===== src/hw/rtl/assert_macros.svh =====
// Assertion macros shared by the plucked string core
`ifndef ASSERT_MACROS_SVH
`define ASSERT_MACROS_SVH

// Check a property on every rising clock edge outside reset
`define PSS_ASSERT(label, prop, msg) \
   label: assert property (@(posedge clock) disable iff (reset) prop) \
      else $error(msg);

// Check that a condition is followed by an outcome on the next edge
`define PSS_ASSERT_NEXT(label, pre, post, msg) \
   `PSS_ASSERT(label, (pre) |=> (post), msg)

`endif


===== src/hw/rtl/pss_pkg.sv =====
// Types and constants of the plucked string core
package pss_pkg;

   localparam int SAMPLE_W  = 16;
   localparam int COEFF_W   = 16;
   localparam int INDEX_W   = 32;
   localparam int ACTION_W  = 2;
   localparam int CHAN_W    = 3;
   localparam int LPOS_W    = 12;
   localparam int LENREG_W  = 13;
   localparam int NCHREG_W  = 4;
   localparam int CSR_IDX_W = 2;
   localparam int CSR_DATA_W = 16;

   // action codes of a request word
   localparam logic [ACTION_W-1:0] ACT_READ    = 2'd0;
   localparam logic [ACTION_W-1:0] ACT_LOAD    = 2'd1;
   localparam logic [ACTION_W-1:0] ACT_RESTART = 2'd2;

   // control register indexes
   localparam logic [CSR_IDX_W-1:0] CSR_DELAY_LENGTH = 2'd0;
   localparam logic [CSR_IDX_W-1:0] CSR_COEFF_A      = 2'd1;
   localparam logic [CSR_IDX_W-1:0] CSR_COEFF_B      = 2'd2;
   localparam logic [CSR_IDX_W-1:0] CSR_NUM_CHANNELS = 2'd3;

   // control register reset values
   localparam logic [LENREG_W-1:0]       DELAY_LENGTH_RST = 13'd100;
   localparam logic signed [COEFF_W-1:0] COEFF_A_RST      = 16'sd8192;
   localparam logic signed [COEFF_W-1:0] COEFF_B_RST      = 16'sd8192;
   localparam logic [NCHREG_W-1:0]       NUM_CHANNELS_RST = 4'd1;

   typedef enum logic [2:0] {
      ST_IDLE,
      ST_ADV_RD,
      ST_ADV_MUL,
      ST_ADV_WR,
      ST_RD,
      ST_RESULT
   } pss_state_type;

   // controller to datapath
   typedef struct packed {
      logic capture;
      logic load_wr;
      logic restart;
      logic advance;
      logic adv_rd;
      logic adv_mul;
      logic adv_wr;
      logic rd_issue;
      logic rsp_load;
   } pss_cmd_type;

   // datapath to controller
   typedef struct packed {
      logic idx_neg;
      logic idx_new;
      logic adv_none;
      logic ch_last;
   } pss_sts_type;

endpackage


===== src/hw/rtl/pss_ctrl.sv =====
// Sequencer of the plucked string core: handshakes and update loop
`include "assert_macros.svh"

module pss_ctrl (
   input  logic                              clock,
   input  logic                              reset,
   input  logic                              req_valid,
   input  logic [pss_pkg::ACTION_W-1:0]      req_action,
   output logic                              req_ready,
   output logic                              rsp_valid,
   input  logic                              rsp_ready,
   input  pss_pkg::pss_sts_type              sts,
   output pss_pkg::pss_cmd_type              cmd
);
   import pss_pkg::*;

   pss_state_type state_ff, state_in;
   logic          rsp_valid_ff, rsp_valid_in;
   logic          req_fire;

   assign req_ready = (state_ff == ST_IDLE);
   assign req_fire  = req_valid && req_ready;
   assign rsp_valid = rsp_valid_ff;

   // hold state and response valid
   always_ff @(posedge clock) begin
      if (reset) begin
         state_ff     <= ST_IDLE;
         rsp_valid_ff <= 1'b0;
      end else begin
         state_ff     <= state_in;
         rsp_valid_ff <= rsp_valid_in;
      end
   end

   // next state and datapath commands
   always_comb begin
      state_in     = state_ff;
      cmd          = '0;
      rsp_valid_in = (rsp_valid_ff && !rsp_ready);
      unique case (state_ff)
         ST_IDLE: begin
            if (req_valid) begin
               cmd.capture = 1'b1;
               unique case (req_action)
                  ACT_READ: begin
                     if (sts.idx_neg) begin
                        state_in = ST_RESULT;
                     end else if (sts.idx_new) begin
                        cmd.advance = 1'b1;
                        state_in    = sts.adv_none ? ST_RD : ST_ADV_RD;
                     end else begin
                        state_in = ST_RD;
                     end
                  end
                  ACT_LOAD:    cmd.load_wr = 1'b1;
                  ACT_RESTART: cmd.restart = 1'b1;
                  default:     ;
               endcase
            end
         end
         ST_ADV_RD: begin
            cmd.adv_rd = 1'b1;
            state_in   = ST_ADV_MUL;
         end
         ST_ADV_MUL: begin
            cmd.adv_mul = 1'b1;
            state_in    = ST_ADV_WR;
         end
         ST_ADV_WR: begin
            cmd.adv_wr = 1'b1;
            state_in   = sts.ch_last ? ST_RD : ST_ADV_RD;
         end
         ST_RD: begin
            cmd.rd_issue = 1'b1;
            state_in     = ST_RESULT;
         end
         ST_RESULT: begin
            if (!rsp_valid_ff || rsp_ready) begin
               cmd.rsp_load = 1'b1;
               rsp_valid_in = 1'b1;
               state_in     = ST_IDLE;
            end
         end
         default: state_in = ST_IDLE;
      endcase
   end

   `PSS_ASSERT_NEXT(a_neg_read_skips, req_fire && req_action == ACT_READ && sts.idx_neg, state_ff == ST_RESULT, "negative index read did not go straight to result")
   `PSS_ASSERT_NEXT(a_no_result_quiet, req_fire && req_action != ACT_READ, state_ff == ST_IDLE && !cmd.rsp_load, "load or restart word did not finish in one cycle")
   `PSS_ASSERT_NEXT(a_last_chan_reads, state_ff == ST_ADV_WR && sts.ch_last, state_ff == ST_RD, "update loop did not end after last channel")
   `PSS_ASSERT(a_rsp_from_result, $rose(rsp_valid_ff) |-> $past(state_ff) == ST_RESULT, "response raised outside result state")

endmodule


===== config.mk =====
export PLATFORM = sky130hd
export DESIGN_NAME = pss_ctrl
export DESIGN_NICKNAME = d
export VERILOG_FILES = /design/src/hw/rtl/pss_pkg.sv /design/src/hw/rtl/pss_ctrl.sv
export VERILOG_INCLUDE_DIRS = /design/src /design/src/hw/rtl
export SDC_FILE = /design/constraint.sdc
export NUM_CORES = 1
export LEC_CHECK = 0
export ABC_AREA = 0
export BUFFER_PORTS_ARGS = -buffer_cell sky130_fd_sc_hd__clkbuf_2
export CAP_MARGIN = 0
export CORE_AREA = 2 2 39 41
export CTS_CLUSTER_DIAMETER = 200
export DETAILED_ROUTE_END_ITERATION = 6
export DIE_AREA = 0 0 41 43
export GPL_TIMING_DRIVEN = 0
export SKIP_CTS_REPAIR_TIMING = 1
export SLEW_MARGIN = 30
export SYNTH_ARGS = -nofsm -noshare
export SYNTH_HDL_FRONTEND = slang
export SYNTH_SLANG_ARGS = --single-unit

===== constraint.sdc =====
create_clock -name clock -period 1.5 [get_ports clock]
set_input_delay 0.15 -clock clock [delete_from_list [all_inputs] [get_ports clock]]
set_output_delay 0.15 -clock clock [all_outputs]
set_load 0.01 [all_outputs]

==> results.tsv <==
stage	metric	value	unit
route	vias after detailed routing	384	
worst_setup_path	Worst R2R End	state_ff[2]	
layout	layout cell share with drive strength beyond 1	52.2	%
synth	Yosys top cell by area	dfxtp_1	
synth	share of Yosys cell area claimed by the top area cell type	23.4	%
placement	Port Buf Inserts	20	
route	1st-pass router iterations	2	
sta	Final Cycle Share	105	%
synth	Mean Syn Cell Area	7.94	µm²
worst_setup_path	Critical Path RT	1.35	ns
sta	final setup violation count	2	
outcome	status	complete, but fails checks	
route	via-per-instance ratio	4.52	
clock_network	clock transition at the registers of the reported paths	0.04	ns
worst_hold_path	worst hold path type	in -> reg	
sta	Final Slew Violations	0	
worst_setup_path	slowest cell on the critical path	dfxtp_1	
worst_setup_path	Crit path max-delay family	simple AND/OR/NAND/NOR gates	
grt	largest net degree at the start of global routing	11	
worst_setup_path	reg2reg start	state_ff[1]	
route	Routed wire per std cell	8.74	µm
synth	Syn. warnings	0	
worst_setup_path	Crit path largest cell delay	0.30	ns
layout	NumNets Final	81	
sta	clock skew	0.00196	ns
pwr	Max VDD drop	0.771	mV
placement	Final GP Congestion	0.759	
placement	Inst Count DP	79	
sta	Max transition margin	83.5	%
grt	first-pass GRT wire length	1170	µm
floorplan	die area	1760	µm²
floorplan	num rows	14	
worst_setup_path	crit path capture type	output port	
clock_network	H-tree level count	1	
synth	flops & latches, synth	4	
layout	most frequent cells in the layout	17 x clkbuf_2, 4 x nor3b_1, 4 x nor3_1, 4 x o21ai_0, 4 x dfxtp_1	
outcome	failing checks	negative setup slack	
clock_network	clock latency on the worst-skew pair	0.23	ns
grt	initial antenna violation count	0	
pwr	Power Dens Cells	1910	nW/µm²
worst_setup_path	WP depth	6	
grt	GRT met1 Usage	11.3	%
synth	Cell Area, Synth	342	µm²
worst_hold_path	Hold Path Origin	reset	
route	starting DRC count in detailed routing	10	
placement	dpl hpwl	570	µm
sta	Tightest Pin Transition	0.245	ns
pwr	leakage	0.245	nW
pwr	Final Total Pwr	0.000989	W
layout	antenna fix cells	0	
worst_setup_path	kind of critical path	reg -> out	
clock_network	total CTS buffers	3	
sta	setup ws final	-0.0697	ns
synth	Synth cell types	23	
route	post-route ant nets	0	
sta	RSZ-0062 raised after global routing	true	
sta	Max Clock Freq	637	MHz
grt	GRT Max-Usage Layer	met2	
sta	endpoints failing hold	0	
grt	Total GRT Usage	9.76	%
layout	commonest non-fill, non-tap cell in the layout	clkbuf_2	
clock_network	CTS max path bufs	2	
worst_hold_path	hold endpoint	rsp_valid	
floorplan	die width	41	µm
worst_setup_path	Max FO, Critical Path	10	
worst_setup_path	crit path buf inv count	2	
synth	Area contributors post-synth	dfxtp_1 23%, nor3b_1 8.8%, nor4b_4 7.0%, buf_6 6.6%, nor3_1 5.9%	
grt	met2 Track Usage GR	14.7	%
grt	vias in the first global route	318	
worst_setup_path	crit-path cells	buf_6, nor3_4, nand2_2, nor2_2, nor4b_4, buf_2	
worst_setup_path	reg2reg path depth	5	
grt	M3 GR Usage	6.28	%
layout	Layout Cells excl Fill	85	
floorplan	IO Pins	21	
synth	syn_nets	53	
worst_hold_path	hold depth	2	
clock_network	root buf cell	clkbuf_4	
worst_setup_path	crit path DAT	1.42	ns
synth	sequential area share after synthesis	23.4	%
layout	area delta synth->final	51.3	%
sta	Final min period	1.57	ns
floorplan	die height	43	µm
floorplan	initial core utilization	24.7	%
clock_network	clock sinks	4	
clock_network	CTS tree	built	
job	# Max-Cap Violations	0	
route	DRC violations left	0	
floorplan	Core Region	1380	µm²
worst_setup_path	Worst setup SP type	flop	
route	routed wire length	743	µm
synth	post-synthesis cell count	43	
grt	grt ovf	0	
worst_setup_path	R2R setup slack	0.31	ns
-- area by class of cell --
| type | count | area [µm²] |
|---|---|---|
| fillers | 153 | 867 |
| inverters | 3 | 11.3 |
| repair buffers | 23 | 129 |
| multi-input cells | 33 | 226 |
| clock buffers | 3 | 22.5 |
| plain buffers | 3 | 27.5 |
| well taps | 16 | 20.0 |
| flip-flops and latches | 4 | 80.1 |
-- per-stage QoR --
step	setup slack, ns	instance area (µm²)	utilization, %	TNS [ns]	hold WS, ns
after floorplan	0.260	342	-	0	0.219
after global placement	0.187	462	33.4	0	0.366
after detailed placement	0.168	462	33.4	0	0.371
after CTS	-0.0913	484	35.0	-0.0913	0.120
after global routing	-0.207	517	37.3	-0.487	0.138
final	-0.0697	517	37.3	-0.123	0.126
-- Yosys cell counts --
master and instances:
nor4b_4 1, dfxtp_1 4, nand2_2 1, nand2_1 3, buf_2 1, xnor2_1 1
nor2_1 2, nor2b_1 2, nor3_1 4, nor3_4 1, nor2_2 1, inv_1 3
nand2b_1 1, nand3_1 1, and2b_2 1, o21ai_0 4, nand4_1 1, a21oi_1 2
a311oi_1 1, nor3b_1 4, a211oi_1 1, and2_2 1, buf_6 2
-- flip-flops by register name, indices dropped and copies added, names as in the netlist --
name and cells:
state_ff 3, rsp_valid 1
-- how the worst max path moves through the flow --
stage | start | endpoint | slack, ns
2_1_floorplan | state_ff[0] | cmd[6] | 0.26
3_3_place_gp | state_ff[0] | cmd[5] | 0.19
3_5_place_dp | state_ff[0] | cmd[5] | 0.17
4_1_cts | state_ff[0] | cmd[5] | -0.09
5_1_grt | state_ff[1] | cmd[5] | -0.21
6_report | state_ff[0] | cmd[5] | -0.07
-- where the power goes --
group | total [W] | internal, W | switching (W)
clock | 0.000135 | 0.0000896 | 0.0000458
sequential | 0.000176 | 0.000147 | 0.0000288
combinational | 0.000678 | 0.000341 | 0.000337
-- kinds of logic after synthesis --
logic type                synth area share (%)
buffers and inverters                     11.4
AOI/OAI and AO/OA                         13.6
xor gates and xnor gates                  2.56
DFF                                       23.4
and+or+nand+nor                           49.1
-- per-layer routing --
layer / share of wire [%] / wire, µm / up-vias
li1: - / - / 202
met1: 43 / 320 / 165
met2: 46 / 343 / 17
met3: 11 / 79 / 0
met4: 0 / 0 / 0
met5: 0 / 0 / -
(Power assumes the default switching activity.)
